File: config.mk
export PLATFORM = sky130hd
export DESIGN_NAME = mcp0_regfile
export DESIGN_NICKNAME = d
export VERILOG_FILES = /design/src/hdl/mcp0_pkg.sv /design/src/hdl/mcp0_regfile.sv
export SDC_FILE = /design/constraint.sdc
export NUM_CORES = 2
export LEC_CHECK = 0
export BUFFER_PORTS_ARGS = -buffer_cell sky130_fd_sc_hd__buf_2
export CAP_MARGIN = 40
export CORE_MARGIN = 1
export CORE_UTILIZATION = 50
export DETAILED_ROUTE_END_ITERATION = 8
export PLACE_DENSITY_LB_ADDON = 0.2
export SETUP_SLACK_MARGIN = 0.2
export SLEW_MARGIN = 30
export SYNTH_ARGS = -nofsm -noshare
export SYNTH_HDL_FRONTEND = slang
export SYNTH_SLANG_ARGS = --single-unit
export TNS_END_PERCENT = 1
File: constraint.sdc
create_clock -name clk -period 3.4 [get_ports clk]
set_clock_uncertainty 0.05 [all_clocks]
set_input_delay 0.51 -clock clk [delete_from_list [all_inputs] [get_ports clk]]
set_output_delay 0.51 -clock clk [all_outputs]
set_load 0.005 [all_outputs]
File: src/hdl/mcp0_pkg.sv
// Shared types, codes, masks and helpers of the CP0 system-control register file.
// No dependencies; used by every file under hdl.
package mcp0_pkg;

	localparam int unsigned NUM_REGS = 32;

	// Command codes
	localparam logic [2:0] CMD_READ      = 3'd0;
	localparam logic [2:0] CMD_WRITE     = 3'd1;
	localparam logic [2:0] CMD_EXCEPTION = 3'd2;
	localparam logic [2:0] CMD_ADDR_ERR  = 3'd3;
	localparam logic [2:0] CMD_TLB_MISS  = 3'd4;

	// Register numbers
	localparam logic [4:0] REG_INDEX    = 5'd0;
	localparam logic [4:0] REG_RANDOM   = 5'd1;
	localparam logic [4:0] REG_ENTRYLO0 = 5'd2;
	localparam logic [4:0] REG_ENTRYLO1 = 5'd3;
	localparam logic [4:0] REG_CONTEXT  = 5'd4;
	localparam logic [4:0] REG_PAGEMASK = 5'd5;
	localparam logic [4:0] REG_WIRED    = 5'd6;
	localparam logic [4:0] REG_RSVD7    = 5'd7;
	localparam logic [4:0] REG_BADVADDR = 5'd8;
	localparam logic [4:0] REG_COUNT    = 5'd9;
	localparam logic [4:0] REG_ENTRYHI  = 5'd10;
	localparam logic [4:0] REG_COMPARE  = 5'd11;
	localparam logic [4:0] REG_STATUS   = 5'd12;
	localparam logic [4:0] REG_CAUSE    = 5'd13;
	localparam logic [4:0] REG_EPC      = 5'd14;
	localparam logic [4:0] REG_PRID     = 5'd15;
	localparam logic [4:0] REG_CONFIG   = 5'd16;
	localparam logic [4:0] REG_LLADDR   = 5'd17;
	localparam logic [4:0] REG_WATCHLO  = 5'd18;
	localparam logic [4:0] REG_WATCHHI  = 5'd19;
	localparam logic [4:0] REG_XCONTEXT = 5'd20;
	localparam logic [4:0] REG_RSVD21   = 5'd21;
	localparam logic [4:0] REG_RSVD25   = 5'd25;
	localparam logic [4:0] REG_PERR     = 5'd26;
	localparam logic [4:0] REG_TAGLO    = 5'd28;
	localparam logic [4:0] REG_TAGHI    = 5'd29;
	localparam logic [4:0] REG_ERROREPC = 5'd30;
	localparam logic [4:0] REG_RSVD31   = 5'd31;

	// Cause ExcCode values
	localparam logic [4:0] EXC_TLBL = 5'd2;
	localparam logic [4:0] EXC_ADEL = 5'd4;
	localparam logic [4:0] EXC_ADES = 5'd5;

	// Vectors
	localparam logic [31:0] VEC_GENERAL = 32'h8000_0180;
	localparam logic [31:0] VEC_REFILL  = 32'h8000_0000;

	// Write masks
	localparam logic [63:0] MASK_INDEX     = 64'h0000_0000_8000_003F;
	localparam logic [63:0] MASK_ENTRYLO   = 64'h0000_0000_3FFF_FFFF;
	localparam logic [63:0] MASK_CTX_WR    = 64'hFFFF_FFFF_FF80_0000;
	localparam logic [63:0] MASK_CTX_KEEP  = 64'h0000_0000_007F_FFF0;
	localparam logic [63:0] MASK_PAGEMASK  = 64'h0000_0000_01FF_E000;
	localparam logic [63:0] MASK_WIRED     = 64'h0000_0000_0000_003F;
	localparam logic [63:0] MASK_ENTRYHI   = 64'hC000_00FF_FFFF_E0FF;
	localparam logic [63:0] MASK_STATUS    = 64'h0000_0000_FFF7_FFFF;
	localparam logic [63:0] MASK_CAUSE_KP  = 64'h0000_0000_0FFF_FCFF;
	localparam logic [63:0] MASK_CFG_WR    = 64'h0000_0000_0F00_800F;
	localparam logic [63:0] MASK_CFG_KEEP  = 64'h0000_0000_F0FF_7FF0;
	localparam logic [63:0] MASK_LO32      = 64'h0000_0000_FFFF_FFFF;
	localparam logic [63:0] MASK_XCTX_WR   = 64'hFFFF_FFFE_0000_0000;
	localparam logic [63:0] MASK_PERR      = 64'h0000_0000_0000_00FF;
	localparam logic [63:0] MASK_ENTRYHI_M = 64'h0000_0000_FFFF_E000;

	typedef struct packed {
		logic [2:0]  command;
		logic [4:0]  reg_index;
		logic [63:0] write_value;
		logic [4:0]  exc_code;
		logic [1:0]  coproc_unit;
		logic        in_delay_slot;
		logic [31:0] current_pc;
		logic [63:0] bad_address;
		logic        is_read_access;
		logic        address_mapped;
	} req_t;

	typedef struct packed {
		logic [63:0] read_data;
		logic        redirect;
		logic [31:0] redirect_pc;
		logic        interrupt_request;
	} res_t;

	function automatic logic [63:0] reset_value(logic [4:0] idx);
		logic [63:0] v;
		case (idx)
			REG_RANDOM:   v = 64'h1F;
			REG_COUNT:    v = 64'h5000;
			REG_CAUSE:    v = 64'h5C;
			REG_CONTEXT:  v = 64'h007F_FFF0;
			REG_EPC:      v = '1;
			REG_BADVADDR: v = '1;
			REG_ERROREPC: v = '1;
			REG_PRID:     v = 64'hB22;
			REG_CONFIG:   v = 64'h7006_E463;
			REG_STATUS:   v = 64'h3400_0000;
			default:      v = '0;
		endcase
		return v;
	endfunction

	// Registers with no storage of their own read back the last written value
	function automatic logic is_unused(logic [4:0] idx);
		return (idx == REG_RSVD7) || (idx == REG_RSVD31) ||
			((idx >= REG_RSVD21) && (idx <= REG_RSVD25));
	endfunction

	function automatic logic [63:0] cause_code(logic [63:0] c, logic [4:0] code,
			logic [1:0] ce);
		logic [63:0] r;
		r = c;
		r[6:2] = code;
		r[29:28] = ce;
		return r;
	endfunction

	// EPC: sign-extended pc, backed up one word in a delay slot
	function automatic logic [63:0] epc_value(logic [31:0] pc, logic ds);
		logic [31:0] p;
		p = ds ? pc - 32'd4 : pc;
		return {{32{p[31]}}, p};
	endfunction

	function automatic logic [63:0] context_load(logic [63:0] ctx, logic [63:0] addr);
		logic [63:0] r;
		r = ctx;
		r[22:4] = addr[31:13];
		return r;
	endfunction

	function automatic logic [63:0] xcontext_load(logic [63:0] xctx, logic [63:0] addr);
		logic [63:0] r;
		r = xctx;
		r[30:4] = addr[39:13];
		r[32:31] = addr[62:61];
		return r;
	endfunction

endpackage

File: src/hdl/mcp0_regfile.sv
// CP0 register array with its update logic and result formation.
// Depends on mcp0_pkg.
module mcp0_regfile (
	input  logic            clk,
	input  logic            arst_n,
	input  logic            en,
	input  mcp0_pkg::req_t  req,
	output mcp0_pkg::res_t  res
);

	logic [63:0] regs_q [mcp0_pkg::NUM_REGS];
	logic [63:0] regs_nxt [mcp0_pkg::NUM_REGS];
	logic [63:0] last_q;
	logic [63:0] last_nxt;

	logic [63:0] rdata;
	logic        redir;
	logic [31:0] vec;
	logic [63:0] st;
	logic [63:0] cs;
	logic [63:0] old;

	always_comb begin
		regs_nxt = regs_q;
		last_nxt = last_q;
		rdata    = '0;
		redir    = 1'b0;
		vec      = '0;
		cs       = '0;
		old      = regs_q[req.reg_index];
		case (req.command)
			mcp0_pkg::CMD_READ: begin
				rdata = mcp0_pkg::is_unused(req.reg_index) ? last_q : old;
			end
			mcp0_pkg::CMD_WRITE: begin
				last_nxt = req.write_value;
				case (req.reg_index)
					mcp0_pkg::REG_COUNT, mcp0_pkg::REG_EPC, mcp0_pkg::REG_WATCHLO,
					mcp0_pkg::REG_WATCHHI, mcp0_pkg::REG_TAGLO, mcp0_pkg::REG_TAGHI,
					mcp0_pkg::REG_ERROREPC, mcp0_pkg::REG_RSVD31: begin
						regs_nxt[req.reg_index] = req.write_value;
					end
					mcp0_pkg::REG_INDEX: begin
						regs_nxt[req.reg_index] = req.write_value & mcp0_pkg::MASK_INDEX;
					end
					mcp0_pkg::REG_ENTRYLO0, mcp0_pkg::REG_ENTRYLO1: begin
						regs_nxt[req.reg_index] = req.write_value & mcp0_pkg::MASK_ENTRYLO;
					end
					mcp0_pkg::REG_CONTEXT: begin
						regs_nxt[req.reg_index] = (req.write_value & mcp0_pkg::MASK_CTX_WR) |
							(old & mcp0_pkg::MASK_CTX_KEEP);
					end
					mcp0_pkg::REG_PAGEMASK: begin
						regs_nxt[req.reg_index] = req.write_value & mcp0_pkg::MASK_PAGEMASK;
					end
					mcp0_pkg::REG_WIRED: begin
						regs_nxt[req.reg_index] = req.write_value & mcp0_pkg::MASK_WIRED;
					end
					mcp0_pkg::REG_ENTRYHI: begin
						regs_nxt[req.reg_index] = req.write_value & mcp0_pkg::MASK_ENTRYHI;
					end
					mcp0_pkg::REG_COMPARE: begin
						regs_nxt[req.reg_index] = req.write_value;
						regs_nxt[mcp0_pkg::REG_CAUSE][15] = 1'b0;
					end
					mcp0_pkg::REG_STATUS: begin
						regs_nxt[req.reg_index] = req.write_value & mcp0_pkg::MASK_STATUS;
					end
					mcp0_pkg::REG_CAUSE: begin
						regs_nxt[req.reg_index] = old & mcp0_pkg::MASK_CAUSE_KP;
					end
					mcp0_pkg::REG_CONFIG: begin
						regs_nxt[req.reg_index] = (req.write_value & mcp0_pkg::MASK_CFG_WR) |
							(old & mcp0_pkg::MASK_CFG_KEEP);
					end
					mcp0_pkg::REG_LLADDR: begin
						regs_nxt[req.reg_index] = (req.write_value & mcp0_pkg::MASK_LO32) |
							(old & ~mcp0_pkg::MASK_LO32);
					end
					mcp0_pkg::REG_XCONTEXT: begin
						regs_nxt[req.reg_index] = (req.write_value & mcp0_pkg::MASK_XCTX_WR) |
							(old & ~mcp0_pkg::MASK_XCTX_WR);
					end
					mcp0_pkg::REG_PERR: begin
						regs_nxt[req.reg_index] = req.write_value & mcp0_pkg::MASK_PERR;
					end
					default: begin
						// read-only and reserved: no change
					end
				endcase
			end
			mcp0_pkg::CMD_EXCEPTION: begin
				cs = mcp0_pkg::cause_code(regs_q[mcp0_pkg::REG_CAUSE], req.exc_code,
					req.coproc_unit);
				cs[31] = req.in_delay_slot;
				regs_nxt[mcp0_pkg::REG_CAUSE] = cs;
				regs_nxt[mcp0_pkg::REG_EPC] = mcp0_pkg::epc_value(req.current_pc,
					req.in_delay_slot);
				regs_nxt[mcp0_pkg::REG_STATUS][1] = 1'b1;
				redir = 1'b1;
				vec   = mcp0_pkg::VEC_GENERAL;
			end
			mcp0_pkg::CMD_ADDR_ERR: begin
				cs = mcp0_pkg::cause_code(regs_q[mcp0_pkg::REG_CAUSE],
					req.is_read_access ? mcp0_pkg::EXC_ADEL : mcp0_pkg::EXC_ADES, 2'd0);
				cs[31] = req.in_delay_slot;
				regs_nxt[mcp0_pkg::REG_CAUSE] = cs;
				regs_nxt[mcp0_pkg::REG_BADVADDR] = req.bad_address;
				regs_nxt[mcp0_pkg::REG_CONTEXT] = mcp0_pkg::context_load(
					regs_q[mcp0_pkg::REG_CONTEXT], req.bad_address);
				regs_nxt[mcp0_pkg::REG_XCONTEXT] = mcp0_pkg::xcontext_load(
					regs_q[mcp0_pkg::REG_XCONTEXT], req.bad_address);
				regs_nxt[mcp0_pkg::REG_EPC] = mcp0_pkg::epc_value(req.current_pc,
					req.in_delay_slot);
				regs_nxt[mcp0_pkg::REG_STATUS][1] = 1'b1;
				redir = 1'b1;
				vec   = mcp0_pkg::VEC_GENERAL;
			end
			mcp0_pkg::CMD_TLB_MISS: begin
				cs = mcp0_pkg::cause_code(regs_q[mcp0_pkg::REG_CAUSE], mcp0_pkg::EXC_TLBL,
					2'd0);
				regs_nxt[mcp0_pkg::REG_BADVADDR] = req.bad_address;
				regs_nxt[mcp0_pkg::REG_CONTEXT] = mcp0_pkg::context_load(
					regs_q[mcp0_pkg::REG_CONTEXT], req.bad_address);
				regs_nxt[mcp0_pkg::REG_ENTRYHI] = req.bad_address & mcp0_pkg::MASK_ENTRYHI_M;
				redir = 1'b1;
				if (!regs_q[mcp0_pkg::REG_STATUS][1]) begin
					cs[31] = req.in_delay_slot;
					regs_nxt[mcp0_pkg::REG_EPC] = mcp0_pkg::epc_value(req.current_pc,
						req.in_delay_slot);
					regs_nxt[mcp0_pkg::REG_STATUS][1] = 1'b1;
					vec = req.address_mapped ? mcp0_pkg::VEC_GENERAL : mcp0_pkg::VEC_REFILL;
				end else begin
					// nested miss: EPC, BD and EXL untouched
					vec = mcp0_pkg::VEC_GENERAL;
				end
				regs_nxt[mcp0_pkg::REG_CAUSE] = cs;
			end
			default: begin
				// unknown command: no effect
			end
		endcase
		st = regs_nxt[mcp0_pkg::REG_STATUS];
		res.read_data         = rdata;
		res.redirect          = redir;
		res.redirect_pc       = vec;
		res.interrupt_request = st[0] && (st[2:1] == 2'b00) &&
			(|(st[15:8] & regs_nxt[mcp0_pkg::REG_CAUSE][15:8]));
	end

	always_ff @(posedge clk or negedge arst_n) begin
		if (!arst_n) begin
			for (int i = 0; i < mcp0_pkg::NUM_REGS; i++) begin
				regs_q[i] <= mcp0_pkg::reset_value(5'(i));
			end
			last_q <= '0;
		end else if (en) begin
			regs_q <= regs_nxt;
			last_q <= last_nxt;
		end
	end

endmodule

==> flow_summary_export.csv <==
group,metric,value,unit
global_route,grt_max_degree,124,
route,route.vias.total,60921,
clocking,postCtsSetupRepairBufs,0,
clocking,clock_path_buffers,3,
logic_synthesis,synth_edf_count,0,
pwr,cellInternalPower,43.2,mW
global_route,grtUsageTotal,32.8,%
worst_hold_path,hold_path.class,"input pin to flop",
pwr,pwr_density_cell,544,nW/um^2
global_route,use_met3,6.84,%
run_status,failed_checks,"setup timing",
clocking,numCtsBuffers,213,
route,avgRoutedWirePerCell,29.3,um
place,dp.cells,9490,
run_status,outcome,"finished with violations",
clocking,worstSkewPairLatency,0.87,ns
route,drc,0,
die,dieArea,183000,sq um
route,drt_first_pass_iters,7,
critical_path,r2r_slack,0.90,ns
logic_synthesis,ys_ff_latch,2112,
timing,rsz0062_at_grt,"yes",
die,rows,155,
place,routabilityCongestion,0.978,
clocking,cts_sinks,2112,
timing,max_freq,267,MHz
logic_synthesis,ys.flop_type,"dfrtp_1",
critical_path,r2r_cells,8,
pwr,p_total,57.4,mW
clocking,cts_root_buf,"clkbuf_16",
final_layout,syn_to_final_growth,16.6,%
logic_synthesis,syn_area,90500,sq um
worst_hold_path,min_to,"regs_q[1231]",
timing,finalCriticalPeriod,3.74,ns
timing,finalHoldViolCount,0,
worst_hold_path,hold_depth,3,
final_layout,final_nets,7671,
global_route,use_met1,46.1,%
logic_synthesis,ys_types,90,
clocking,cts_tree,"yes",
pwr,pwr-share-seq,47.4,%
timing,tightest_slew,0.834,ns
critical_path,cp.required,2.84,ns
die,core_area,179000,sq um
timing,fin_ws,-0.340,ns
run,cap_violations,0,
pwr,peakVddDrop,0.455,mV
critical_path,crit_path_end_kind,"output port",
critical_path,crit_type,"flop to output port",
final_layout,final_common_cell,"dfrtp_1",
logic_synthesis,async_flop_share,100,%
die,start_util,50.5,%
route,ant_nets,0,
global_route,grt_pass1_vias,62074,
route,avgViaCountPerCell,6.07,
critical_path,reg2reg_from,"regs_q[1231]",
global_route,grt-busiest-layer,"met2",
global_route,overflow,0,
timing,setup_violations,3,
pwr,total_leakage_power,48.8,nW
final_layout,drive_gt1_share,28.8,%
final_layout,layoutNonFillerInstCount,10040,
pwr,power.share.switching,24.8,%
global_route,grt_pass1_wl,433,mm
critical_path,cp_max_fo,2,
critical_path,start_kind,"flop",
clocking,ctsHtreeMaxLevel,4,
route,drtIter0Drc,6738,
worst_hold_path,hp-start,"req[121]",
route,routed_wl,295,mm
logic_synthesis,ys_warn_count,0,
clocking,clkTransAtPathRegs,0.06,ns
pwr,switchingPower,14.2,mW
logic_synthesis,ys_seq_area_share,58.7,%
final_layout,final_cell_mix,"1866 x dfrtp_1, 1062 x nand2_1, 533 x mux4_2, 412 x a21oi_1, 401 x nor2_1",
global_route,grt_use_met2,49.5,%
timing,finalMaxSlewViolations,0,
pwr,power_frac_clock,43.0,%
logic_synthesis,syn_avg_cell_area,12.0,sq um
timing,slew_headroom,44.2,%
place,dpl.hpwl,192,mm
critical_path,arrival,3.18,ns
timing,tns,-0.525,ns
timing,whs,0.0515,ns
place,portBuffers,249,
die,io_pins,279,
timing,post-route-period-util,110,%
global_route,antenna_found_initial,13,
pwr,comb_power_share,9.5,%
die,dieHeight,427,um
logic_synthesis,synth_cells,7538,
critical_path,worst_r2r_endpoint,"regs_q[1359]",
die,die_x,427,um
[synthesized netlist by cell type, drive strengths merged (9+ instances only)]
master | count | area, sq um
a22o | 45 | 394
o21a | 43 | 323
buf | 246 | 1510
a21oi | 441 | 2210
nor2 | 411 | 1550
nor2b | 133 | 832
a22oi | 51 | 383
clkbuf | 968 | 3630
nand2b | 14 | 87.6
mux2 | 125 | 1410
o221ai | 14 | 123
a31oi | 11 | 75.1
inv | 25 | 93.8
and2 | 296 | 1850
xnor2 | 17 | 149
a211oi | 16 | 120
a32o | 9 | 90.1
o22ai | 25 | 156
o21ai | 432 | 2170
nor3 | 27 | 171
a221o | 21 | 210
dfstp | 243 | 6380
o2bb2ai | 20 | 175
a32oi | 68 | 596
nor4 | 13 | 93.8
o211ai | 19 | 143
mux2i | 140 | 1400
and3 | 12 | 75.1
mux4 | 534 | 12000
nand3 | 43 | 215
nand2 | 1081 | 4060
xor2 | 13 | 114
dfrtp | 1869 | 46800
or3 | 12 | 75.1
[cells by family after synthesis]
| group | count (synthesis) | synth area share [%] |
|---|---|---|
| AOI/OAI and AO/OA | 1270 | 8.46 |
| xor gates and xnor gates | 30 | 0.290 |
| adders and majority gates | 1 | 0.0138 |
| buffers and inverters | 1241 | 5.79 |
| DFF | 2112 | 58.7 |
| muxes | 799 | 16.4 |
| other | 1 | 0.00414 |
| and+or+nand+nor | 2084 | 10.3 |
[final cells by class]
| cell class | count | area, sq um |
|---|---|---|
| Antenna cell | 9 | 22.5 |
| Clock buffer | 325 | 6410 |
| Clock inverter | 77 | 996 |
| Fill cell | 14207 | 73600 |
| Inverter | 27 | 109 |
| Multi-Input combinational cell | 4213 | 33100 |
| Sequential cell | 2112 | 53200 |
| Tap cell | 2355 | 2950 |
| Timing Repair Buffer | 922 | 8840 |
[worst max-delay path, cell delays in order, from the launching register on]
cell,delay (ns)
dfstp_2,0.55
mux4_2,0.23
and3_4,0.19
a31oi_4,0.05
and3_4,0.20
or4_4,0.44
a211oi_4,0.38
buf_4,0.19
buf_6,0.09
[timing repair]
item | 4_1_cts | 5_1_grt
endpoints found under the hold margin | 394 | 0
hold buffers | 138 | 0
pin swaps | 71 | 57
resized for setup | 109 | 46
endpoints found under the setup margin | 65 | 65
[registers in the layout, indices dropped and copies added, names as in the netlist]
signal / flops
last_q: 64
regs_q: 2048
[power groups by stage]
stage          Clock (mW)  Combinational (mW)  Sequential (mW)
2_1_floorplan           0                2.83             27.3
3_3_place_gp            0                5.09             27.6
3_5_place_dp            0                5.18             27.6
4_1_cts              25.0                5.41             27.2
5_1_grt              26.0                5.87             27.3
6_report             24.7                5.48             27.2
[how the worst max path moves through the flow]
stage          slack, ns  endpoint         start
6_report           -0.34    res[0]  regs_q[1103]
2_1_floorplan       0.21   res[73]      req[171]
3_3_place_gp       -0.44    res[0]      req[170]
3_5_place_dp       -0.43    res[0]      req[170]
5_1_grt            -0.32    res[0]  regs_q[1103]
4_1_cts            -0.33    res[0]  regs_q[1103]
[metrics by stage]
stage | setup slack, ns | instance area (sq um) | util [%]
after floorplan | 0.212 | 90600 | -
after global placement | -0.443 | 96000 | 53.6
after detailed placement | -0.429 | 96000 | 53.6
after CTS | -0.333 | 105000 | 58.8
after global routing | -0.323 | 106000 | 58.9
final | -0.340 | 106000 | 58.9
[per-layer routing]
metal,vias up,share of wire (%)
met5,-,0.0054
met4,2,4.8
met3,632,8.1
met2,2769,46
met1,31899,41
li1,25619,-
Power figures use the tool's default switching activity.
